$ cat src/hdl/bile_pkg.sv
// Package for the bounded integer list engine.
// Holds request and response item types, operation and status codes, cell control struct.
// No dependencies.
package bile_pkg;

	localparam logic [2:0] FUNC_PUSH     = 3'd0;
	localparam logic [2:0] FUNC_POP      = 3'd1;
	localparam logic [2:0] FUNC_REMOVE   = 3'd2;
	localparam logic [2:0] FUNC_GET      = 3'd3;
	localparam logic [2:0] FUNC_CONTAINS = 3'd4;

	localparam logic [1:0] STATUS_OK    = 2'd0;
	localparam logic [1:0] STATUS_EMPTY = 2'd1;
	localparam logic [1:0] STATUS_FULL  = 2'd2;
	localparam logic [1:0] STATUS_INDEX = 2'd3;

	// one request item
	typedef struct packed {
		logic [2:0]         func;
		logic signed [31:0] value;
		logic [6:0]         index;
	} req_item_t;

	// one response item
	typedef struct packed {
		logic signed [31:0] data;
		logic               found;
		logic [1:0]         status;
		logic [7:0]         count;
	} rsp_item_t;

	// broadcast control from the sequencer to every cell
	typedef struct packed {
		logic capture;   // request accepted this cycle
		logic push;      // append at the old count
		logic remove;    // close the gap at index
		logic contains;  // compare live entries with value
		logic read_en;   // pick the entry at read_pos
		logic sweep;     // fold the neighbor's result toward cell 0
	} cell_ctrl_t;

endpackage

$ cat src/hdl/bile_cell.sv
// One list cell: holds one entry and one partial result.
// Uses bile_pkg (cell_ctrl_t); chained by bounded_int_list_engine.
module bile_cell #(
	parameter int POS = 0,
	parameter int CW  = 8
) (
	input  logic                   clk,
	input  bile_pkg::cell_ctrl_t   ctrl,
	input  logic [31:0]            value,
	input  logic [CW-1:0]          count_old,
	input  logic [CW-1:0]          index,
	input  logic [CW-1:0]          read_pos,
	input  logic [31:0]            next_entry,
	input  logic [32:0]            next_acc,
	output logic [31:0]            entry,
	output logic [32:0]            acc
);

	localparam logic [CW-1:0] POS_C  = CW'(POS);
	localparam logic [CW-1:0] NEXT_C = CW'(POS + 1);

	logic [31:0] entry_q;
	logic [32:0] acc_q;
	logic        hit;
	logic        pick;

	assign hit  = ctrl.contains && (POS_C < count_old) && (entry_q == value);
	assign pick = ctrl.read_en && (POS_C == read_pos);

	always_ff @(posedge clk) begin
		if (ctrl.push && (POS_C == count_old)) begin
			entry_q <= value;
		end else if (ctrl.remove && (POS_C >= index) && (NEXT_C < count_old)) begin
			entry_q <= next_entry;
		end
	end

	always_ff @(posedge clk) begin
		if (ctrl.capture) begin
			acc_q <= {hit, pick ? entry_q : 32'd0};
		end else if (ctrl.sweep) begin
			acc_q <= acc_q | next_acc;
		end
	end

	assign entry = entry_q;
	assign acc   = acc_q;

endmodule

$ cat config.mk
export PLATFORM = sky130hd
export DESIGN_NAME = bile_cell
export DESIGN_NICKNAME = d
export VERILOG_FILES = /design/src/hdl/bile_pkg.sv /design/src/hdl/bile_cell.sv
export SDC_FILE = /design/constraint.sdc
export NUM_CORES = 1
export LEC_CHECK = 0
export BUFFER_PORTS_ARGS = -buffer_cell sky130_fd_sc_hd__buf_2
export CAP_MARGIN = 0
export CORE_ASPECT_RATIO = 1.5
export CORE_MARGIN = 1.5
export CORE_UTILIZATION = 44
export DETAILED_ROUTE_END_ITERATION = 7
export HOLD_SLACK_MARGIN = 0.12
export PLACE_DENSITY = 0.9
export SYNTH_ARGS = -nofsm -noshare
export SYNTH_HDL_FRONTEND = slang
export SYNTH_SLANG_ARGS = --single-unit
$ cat constraint.sdc
create_clock -name clk -period 5 [get_ports clk]
set_input_delay 1 -clock clk [delete_from_list [all_inputs] [get_ports clk]]
set_output_delay 1 -clock clk [all_outputs]
set_load 0.01 [all_outputs]
# ---- Word level (Yosys, flattened, before mapping)
# Index checks and enable logic that the tools add are counted.
dict set report word_totals {
  regBits 65
  input_bits 128
  elab_cells 22
}
dict set report classes {
  n_lt_le_gt_ge 3
  n_eq_ne 1
  n_mux 5
  bitwise_logic 1
  reduce_logical 10
}
# operator count
set op_table {}
lappend op_table {{32-bit two-way mux} 3}
lappend op_table {{33-bit two-way mux} 2}
lappend op_table {{33-bit bitwise OR} 1}
lappend op_table {{32-bit equality test} 1}
lappend op_table {{8-bit zero test} 2}
lappend op_table {{1-bit by 8-bit less-than comparator with 1-bit output (first input constant)} 2}
lappend op_table {{1-bit by 8-bit greater-or-equal comparator with 1-bit output (first input constant)} 1}
lappend op_table {{1-bit logical AND} 6}
lappend op_table {{2-bit nonzero test} 2}

# ---- Longest topological paths before layout
# Gate-level depths: netlist of run 1.
dict set report logic_depth {
  word_depth 5
  mapped_depth 6
  ltp_nobuf 4
}

# ---- Least setup slack after synthesis of run 1
# No wires, ideal clock.
dict set report synth_timing {
  kind {input port to flip-flop}
  start {input index[7]}
  end {register entry_q[0] (netlist: entry[0]) (enable)}
  setup_ns 0.466
  t_arrival_ns 3.659
  required_time_ns 4.534
  slack_ns 0.875
  path_stages 3
  path_cell_list {nor4_1 nand4b_1 o21ai_0}
}
dict set report synth_via {
  elab_chain_len 4
}
# element line_no
set synth_rtl {}
lappend synth_rtl {{from (decl)} bile_cell.sv:11} ;# input logic [CW-1:0] index,
lappend synth_rtl {{1-bit by 8-bit greater-or-equal comparator with 1-bit output} bile_cell.sv:33} ;# end else if (ctrl.remove && (POS_C >= index) && (NEXT_C < count_old)) begin
lappend synth_rtl {{1-bit logical AND (2 in a row)} bile_cell.sv:33}
lappend synth_rtl {{2-bit nonzero test (no source line)} -}
lappend synth_rtl {{to (signal assigned)} bile_cell.sv:32} ;# entry_q <= value;
lappend synth_rtl {{to (signal assigned)} bile_cell.sv:34} ;# entry_q <= next_entry;
lappend synth_rtl {{to (decl)} bile_cell.sv:22} ;# logic [31:0] entry_q;
# No other way between the ends.
# A chain may end at the register's enable or synchronous reset.

# ---- Worst setup path in the final report of run 1
dict set report layout_timing {
  start {input count_old[6]}
  end {register entry_q[0] (netlist: entry[0]) (enable)}
}
dict set report layout_via {
  elab_chain_len 3
  elab_cells_between_ends 5
  cone_classes {order compare (1); reduce/logical (4)}
}
# element line_no
set layout_rtl {}
lappend layout_rtl {{from (decl)} bile_cell.sv:10} ;# input logic [CW-1:0] count_old,
lappend layout_rtl {{1-bit by 8-bit less-than comparator with 1-bit output / 8-bit zero test (equally long branches)} {bile_cell.sv:33, bile_cell.sv:31}}
lappend layout_rtl {{1-bit logical AND, on equally long branches} {bile_cell.sv:33, bile_cell.sv:31}}
lappend layout_rtl {{2-bit nonzero test (no source line) (*)} -}
# Every way passes the cells marked *; elsewhere a longest branch is shown, timed or not.

==> impl_metrics.yaml, run 1 <==
route:
  via_per_inst: 5.04
  wl_per_cell_microns: 16.4
  wl_microns: 9120
  drt-met1-wl_microns: 3330
  wl_met3_microns: 573
  dr.pass1.iters: 4
  wl_met2_microns: 5020
  antenna_left: 0
  drcViolationCount: 0
  vias: 2797
  top_layer: "met4"
  first_iter_violations: 168
setup_path:
  r2r.worst_path.cells: 4
  critPathLaunchType: "input pin"
  rr_endpoint: "acc[32]"
  crit_type: "input pin to flop"
  arrival_ns: 3.22
  reg2reg_from: "entry[11]"
  crit_path_start: "count_old[6]"
  path_max_fanout: 33
  cp-end-kind: "flop"
  cp_data_required_time_ns: 4.95
  regToRegSetupSlack_ns: 3.42
final_layout:
  syn_to_final_growth_pct: 35.1
  final_area_sq_um: 4530
  final_cell_mix: "192 x buf_2, 65 x edfxtp_1, 32 x nor2_1, 32 x nand2_1, 32 x o21ai_0"
  mostFrequentLayoutCell: "buf_2"
  drive_gt1_share_pct: 52.5
  nFillCells: 616
  finalNetCount: 581
  multiInputGateArea_sq_um: 1350
  ff_latch_area_sq_um: 1950
  num_antenna_cells: 0
min_path:
  hp-class: "flop to flop"
  hold_start: "acc[32]"
  whs_endpoint: "acc[32]"
  hold-path-cell-count: 2
placement:
  portBuffers: 192
  place_area_sq_um: 4390
  dp_hpwl_microns: 6890
  place_congestion: 0.827
yosys:
  yosysTopAreaCell: "edfxtp_1"
  ys_top_cells_by_area: "edfxtp_1 58%, mux2_4 13%, xor2_1 5.2%"
  synth_top_cell_area_share_pct: 58.2
  synth.distinct_cells: 24
  synth_area_sq_um: 3360
  synth_warnings: 0
  ys_seq_area_share_pct: 58.2
  synth.avg_cell_area_sq_um: 12.9
  synthesis.nets: 388
  synth_cells: 260
  synth_seq_cells: 65
timing:
  max_freq_mhz: 306
  drv_slew: 0
  hold_slack_ns: 0.565
  tightest_slew_ns: 1.24
  max-slew-margin-rel_pct: 17.4
  fin_skew_ns: 0.00815
  period_share_pct: 65.4
  setup_viol: 0
  hold_violations: 0
  rsz0062_at_grt: "false"
  min_period_ns: 3.27
  setup_tns_ns: 0
grt:
  grt_pass1_vias: 2810
  grt_pass1_wl_microns: 13300
  grt_usage_pct: 22.3
  grt_overflow: 0
  grt_max_degree: 37
  grt_antenna_before_repair: 0
job:
  maxCapViolations: 0
pwr:
  p_int_w: 0.000885
  p_total_w: 0.00116
  pwr-share-clk_pct: 30.7
  power.density_nw_per_um2: 255
  pwr-share-comb_pct: 13.6
  p_sw_share_pct: 23.5
  peakVddDrop_mv: 0.132
  p_leak_nw: 2.04
  switching_power_w: 0.000272
  seq_power_share_pct: 55.7
clock_tree:
  cts_max_path_buffers: 2
  clock_latency_ns: 0.33
  h-tree-depth: 3
  clk_pin_slew_ns: 0.06
  cts.repair.resized: 0
  cts_tree: "built"
  post_cts_buffers: 0
  numCtsBuffers: 9
  postCtsHoldBufs: 0
  clkSinkCount: 65
  root_buffer: "clkbuf_8"
die:
  initial_utilization_pct: 45.8
  die_area_sq_um: 8170
  core-area_sq_um: 7320
  fp.dieW_microns: 74.3
  die_h_microns: 110
  rows: 38
  pin_count: 193
outcome:
  status: "finished, final reports clean"
logic make-up (layout without fill, tap and decap cells):
kind of cell | after synthesis | in the layout | synth area share, %
and+or+nand+nor | 84 | 84 | 11.9
DFF | 65 | 65 | 58.2
AOI/OAI and AO/OA | 36 | 36 | 5.70
xor gates and xnor gates | 32 | 32 | 8.35
muxes | 32 | 32 | 14.0
buffers and inverters | 11 | 206 | 1.90
critical path, stage by stage:
cell and delay, ns:
buf_2 0.10, or4_4 0.54, nor4_4 0.33, nand3_4 0.58, o21ai_4 0.65
layer usage:
metal / vias up / GRT usage, %
met3: 16 / 3.67
met4: 0 / 10.0
li1: 1330 / -
met2: 144 / 41.6
met1: 1307 / 23.8
met5: - / 0
flip-flops by register name, summed over array words and instances, names as in the netlist:
signal	cells
entry	32
acc	33
area by class of cell:
type / count / share of cell area, %
Clock inverter: 2 / 0.193
Tap cell: 100 / 2.76
Timing Repair Buffer: 192 / 21.2
Inverter: 1 / 0.0828
Clock buffer: 11 / 2.90
Multi-Input combinational cell: 184 / 29.8
Sequential cell: 65 / 43.1
stage by stage:
step / utilization (%) / instances / setup WS, ns
2_1_floorplan: - / 260 / 0.875
3_3_place_gp: 60.0 / 542 / 1.43
3_5_place_dp: 60.0 / 542 / 1.35
4_1_cts: 61.9 / 555 / 1.71
5_1_grt: 61.9 / 555 / 1.59
6_report: 61.9 / 555 / 1.73
Yosys cell counts:
master     n
edfxtp_1  65
o21ai_0   33
nand2_1   32
nor2_1    32
mux2_4    29
xor2_1    20
xnor2_1   12
nor4_1     8
clkbuf_1   7
nand4_1    4
buf_6      3
mux2_2     3
a2111o_1   1
and4_1     1
inv_1      1
nand3_1    1
nand3_4    1
nand4b_1   1
nor3_1     1
nor4_4     1
o21bai_1   1
o31ai_1    1
or2_2      1
or4_4      1
how the worst max path moves through the flow:
stage                endpoint  slack [ns]  cells past startpoint
floorplan            entry[0]        0.88                      3
global placement     entry[2]        1.43                      5
detailed placement   entry[8]        1.35                      5
CTS                 entry[29]        1.71                      5
global route         entry[5]        1.59                      5
finish               entry[0]        1.73                      5
power groups by stage:
stage	Sequential, W	Combinational [W]	Clock [W]
after floorplan	0.000667	0.0000532	0
after global placement	0.000654	0.000153	0
after detailed placement	0.000655	0.000159	0
after CTS	0.000644	0.000159	0.000362
after global routing	0.000647	0.000174	0.000381
final	0.000644	0.000158	0.000355
(Power assumes the default switching activity.)
==> inputs of run 2 (changes only) <==
Settings changed: CORE_UTILIZATION 44 to 40, PLACE_DENSITY 0.9 to 0.87.
Clock period 5 ns to 2.81 ns, I/O delays scaled along.
==> impl_metrics.yaml, run 2 (synthesis results as in run 1) <==
min_path:
  hp-class: "input pin to flop"
  hold-path-cell-count: 2
  hold_start: "next_entry[28]"
  whs_endpoint: "entry[28]"
clock_tree:
  cts.repair.resized: 0
  post_cts_buffers: 0
  clkSinkCount: 65
  root_buffer: "clkbuf_16"
  cts_tree: "built"
  cts_max_path_buffers: 2
  numCtsBuffers: 9
  postCtsHoldBufs: 0
  h-tree-depth: 3
  clk_pin_slew_ns: 0.05
  clock_latency_ns: 0.32
pwr:
  pwr-share-clk_pct: 40.3
  p_int_w: 0.00186
  p_leak_nw: 2.13
  seq_power_share_pct: 47.8
  p_sw_share_pct: 22.6
  peakVddDrop_mv: 0.347
  pwr-share-comb_pct: 11.9
  power.density_nw_per_um2: 509
  p_total_w: 0.00240
  switching_power_w: 0.000541
die:
  initial_utilization_pct: 41.6
  die_h_microns: 115
  die_area_sq_um: 8960
  pin_count: 193
  rows: 40
  fp.dieW_microns: 77.8
  core-area_sq_um: 8060
timing:
  drv_slew: 0
  fin_skew_ns: 0.00468
  max-slew-margin-rel_pct: 28.4
  setup_tns_ns: 0
  hold_slack_ns: 0.542
  hold_violations: 0
  max_freq_mhz: 454
  min_period_ns: 2.20
  tightest_slew_ns: 1.07
  period_share_pct: 78.5
  rsz0062_at_grt: "false"
  setup_viol: 0
route:
  wl_per_cell_microns: 16.8
  antenna_left: 0
  via_per_inst: 5.06
  vias: 2876
  first_iter_violations: 171
  dr.pass1.iters: 4
  drcViolationCount: 0
  wl_microns: 9520
grt:
  grt_antenna_before_repair: 0
  grt_pass1_vias: 2873
  grt_pass1_wl_microns: 14200
  grt_usage_pct: 21.2
  grt_overflow: 0
  grt_max_degree: 34
placement:
  dp_hpwl_microns: 7290
  dp_cells: 553
  portBuffers: 192
  place_congestion: 0.866
setup_path:
  critPathLaunchType: "input pin"
  crit_type: "input pin to flop"
  crit_slowest_cell: "or4_4"
  arrival_ns: 2.14
  critical-path-max-stage-delay_ns: 0.54
  cp-end-kind: "flop"
  r2r.worst_path.cells: 4
  rr_endpoint: "acc[32]"
  cp_data_required_time_ns: 2.74
  regToRegSetupSlack_ns: 1.14
  path_max_fanout: 32
  path_cells: "buf_2 -> or4_4 -> nor4_4 -> nand3_4 -> o21ai_4"
  reg2reg_from: "entry[11]"
final_layout:
  stdcell_count: 568
  drive_gt1_share_pct: 53.6
  num_antenna_cells: 0
  syn_to_final_growth_pct: 40.3
  largest_reg_flops: 33
  final_cell_mix: "192 x buf_2, 65 x edfxtp_1, 32 x nor2_1, 32 x nand2_1, 32 x o21ai_0"
  mostFrequentLayoutCell: "buf_2"
  finalNetCount: 587
job:
  maxCapViolations: 0
outcome:
  status: "finished, final reports clean"
==> run 2: worst max path at each step <==
stage | slack [ns] | cells after the start | end | startpoint
after CTS | 0.57 | 5 | entry[8] | count_old[6]
after detailed placement | 0.25 | 5 | entry[7] | count_old[6]
after floorplan | 0.30 | 5 | entry[0] | count_old[6]
after global routing | 0.51 | 5 | entry[8] | count_old[6]
final | 0.61 | 5 | entry[2] | count_old[6]
after global placement | 0.32 | 5 | entry[7] | count_old[6]
==> run 2: layout make-up <==
cell class | instances | area (sq um)
fillers | 692 | 3350
flip-flops and latches | 65 | 1950
multi-input cells | 184 | 1350
repair buffers | 198 | 1020
clock buffers | 10 | 229
well taps | 105 | 131
clock inverters | 5 | 23.8
inverters | 1 | 3.75
==> run 2: through the flow <==
step	worst slack, ns	cell area, sq um	util (%)
3_3_place_gp	0.321	4460	55.3
4_1_cts	0.572	4710	58.4
6_report	0.605	4710	58.4
2_1_floorplan	0.302	3360	-
3_5_place_dp	0.249	4460	55.3
5_1_grt	0.514	4710	58.4
==> run 2: per-layer routing <==
metal	up-vias	wire length, microns	track usage [%]
met5	-	0	0
met3	26	588	3.41
met4	0	314	11.2
met1	1338	3570	23.9
met2	165	5040	38.0
li1	1347	-	-
==> run 2: power groups by stage <==
stage          Clock, W  Sequential, W  Combinational (W)
3_5_place_dp          0        0.00117           0.000288
5_1_grt         0.00102        0.00115           0.000312
6_report       0.000965        0.00115           0.000286
2_1_floorplan         0        0.00119          0.0000947
4_1_cts        0.000977        0.00115           0.000288
3_3_place_gp          0        0.00116           0.000277
==> run 2: worst max-delay path: cells and delay by family <==
kind | cells | cell delay (ns)
AND/OR/NAND/NOR | 3 | 1.01
AO/OA/AOI/OAI | 1 | 0.46
buffers and inverters | 1 | 0.09
==> inputs of run 3 (changes only) <==
Settings changed: ABC_AREA set to 1, CORE_UTILIZATION 40 to 41.
Clock period 2.81 ns to 1.85 ns, I/O delays scaled along.
==> impl_metrics.yaml, run 3 <==
clock_tree:
  root_buffer: "clkbuf_16"
  cts.repair.resized: 0
  h-tree-depth: 3
  cts_tree: "built"
  clkSinkCount: 65
  numCtsBuffers: 9
  clk_pin_slew_ns: 0.05
  clock_latency_ns: 0.32
  postCtsHoldBufs: 0
  post_cts_buffers: 0
  cts_max_path_buffers: 2
setup_path:
  critPathLaunchType: "flop"
  path_cells: "buf_2"
  reg2reg_from: "entry[27]"
  cp-end-kind: "output port"
  cp_data_required_time_ns: 1.48
  crit_slowest_cell: "edfxtp_1"
  regToRegSetupSlack_ns: 0.52
  path_max_fanout: 3
  crit_type: "flop to output port"
  crit_family: "flip-flops"
  critPathBufInv: 1
  r2r.worst_path.cells: 7
  rr_endpoint: "acc[32]"
  arrival_ns: 0.97
  crit_path_start: "entry[8]"
  critical-path-max-stage-delay_ns: 0.47
min_path:
  hold-path-cell-count: 3
  hold_start: "next_entry[2]"
  hp-class: "input pin to flop"
  whs_endpoint: "entry[2]"
route:
  dr.pass1.iters: 5
  wl_microns: 9650
  wl_per_cell_microns: 13.8
  first_iter_violations: 167
  via_per_inst: 4.86
  antenna_left: 0
  vias: 3399
  drcViolationCount: 0
final_layout:
  stdcell_count: 700
  drive_gt1_share_pct: 40.1
  largest_reg_flops: 33
  final_area_sq_um: 4940
  syn_to_final_growth_pct: 35.9
  num_antenna_cells: 0
  finalNetCount: 718
  final_cell_mix: "192 x buf_2, 102 x nand2_1, 65 x edfxtp_1"
  mostFrequentLayoutCell: "buf_2"
pwr:
  switching_power_w: 0.000809
  pwr-share-comb_pct: 12.9
  seq_power_share_pct: 48.0
  pwr-share-clk_pct: 39.1
  peakVddDrop_mv: 0.460
  p_int_w: 0.00281
  p_leak_nw: 2.44
  p_sw_share_pct: 22.4
  power.density_nw_per_um2: 732
die:
  core-area_sq_um: 8520
  pin_count: 193
  fp.dieW_microns: 79.9
  die_h_microns: 118
  rows: 41
  die_area_sq_um: 9460
  initial_utilization_pct: 42.7
yosys:
  synth_area_sq_um: 3640
  synth_cells: 398
  synth-edff-count: 65
  yosysTopAreaCell: "edfxtp_1"
  synth_warnings: 0
  ys_top_cells_by_area: "edfxtp_1 54%, nand2_1 11%, o21ai_0 7.4%"
  yosys-top-cells-count: "103 x nand2_1, 65 x edfxtp_1, 59 x inv_1"
  async_reset_ff_share_pct: 0
  ys_seq_area_share_pct: 53.7
  synth.avg_cell_area_sq_um: 9.14
  synth_top_cell_area_share_pct: 53.7
  synthesis.nets: 526
  synth.distinct_cells: 26
  synth.most_common_cell: "nand2_1"
  synth_seq_cells: 65
  synthFlopType: "edfxtp_1"
job:
  maxCapViolations: 0
placement:
  portBuffers: 192
  dp_hpwl_microns: 7720
  dp_cells: 686
  place_area_sq_um: 4700
  place_congestion: 0.901
timing:
  rsz0062_at_grt: "false"
  fin_skew_ns: 0.0125
  min_period_ns: 1.34
  max-slew-margin-rel_pct: 50.1
  hold_slack_ns: 0.325
  drv_slew: 0
  setup_viol: 0
  max_freq_mhz: 744
  period_share_pct: 72.6
  setup_tns_ns: 0
  tightest_slew_ns: 0.748
  hold_violations: 0
grt:
  grt_usage_pct: 20.7
  grt_pass1_vias: 3228
  grt_overflow: 0
  grt_pass1_wl_microns: 14900
  grt_max_degree: 65
  grt_antenna_before_repair: 0
outcome:
  status: "finished, final reports clean"
[run 3: final cells by class]
cell class / count / area (sq um)
timing repair buffer: 197 / 1040
clock buffer: 12 / 236
inverter: 60 / 225
clock inverter: 2 / 7.51
fill: 770 / 3570
tap: 107 / 134
sequential: 65 / 1950
multi-input combinational: 257 / 1350
[run 3: worst max-delay path by stage]
stage,end,cells past startpoint
floorplan,entry[0],5
global placement,entry[18],5
detailed placement,entry[5],6
CTS,entry[27],1
global route,acc[32],7
finish,entry[8],1
[run 3: kinds of logic after synthesis]
logic type | count (synthesis) | synth area share [%]
and+or+nand+nor | 141 | 16.2
AOI/OAI and AO/OA | 107 | 18.7
xor gates and xnor gates | 9 | 2.17
DFF | 65 | 53.7
buffers and inverters | 76 | 9.18
[run 3: per-stage QoR]
stage / utilization, % / total power [W] / worst slack, ns
after floorplan: - / 0.00198 / 0.139
after global placement: 55.2 / 0.00222 / 0.331
after detailed placement: 55.2 / 0.00224 / 0.303
after CTS: 58.1 / 0.00366 / 0.487
after global routing: 58.1 / 0.00377 / 0.397
final: 58.1 / 0.00362 / 0.506
[run 3: power by group through the flow]
stage	clock, W	sequential (W)	combinational, W
floorplan	0	0.00180	0.000181
global placement	0	0.00176	0.000455
detailed placement	0	0.00177	0.000469
CTS	0.00145	0.00174	0.000471
global route	0.00150	0.00174	0.000521
finish	0.00141	0.00174	0.000467
[run 3: routing by layer]
metal | up-vias | GRT usage (%) | share of wire (%)
li1 | 1721 | - | -
met1 | 1517 | 24.6 | 40
met2 | 141 | 35.2 | 52
met3 | 20 | 3.78 | 5.2
met4 | 0 | 10.1 | 3.0
met5 | - | 0 | 0
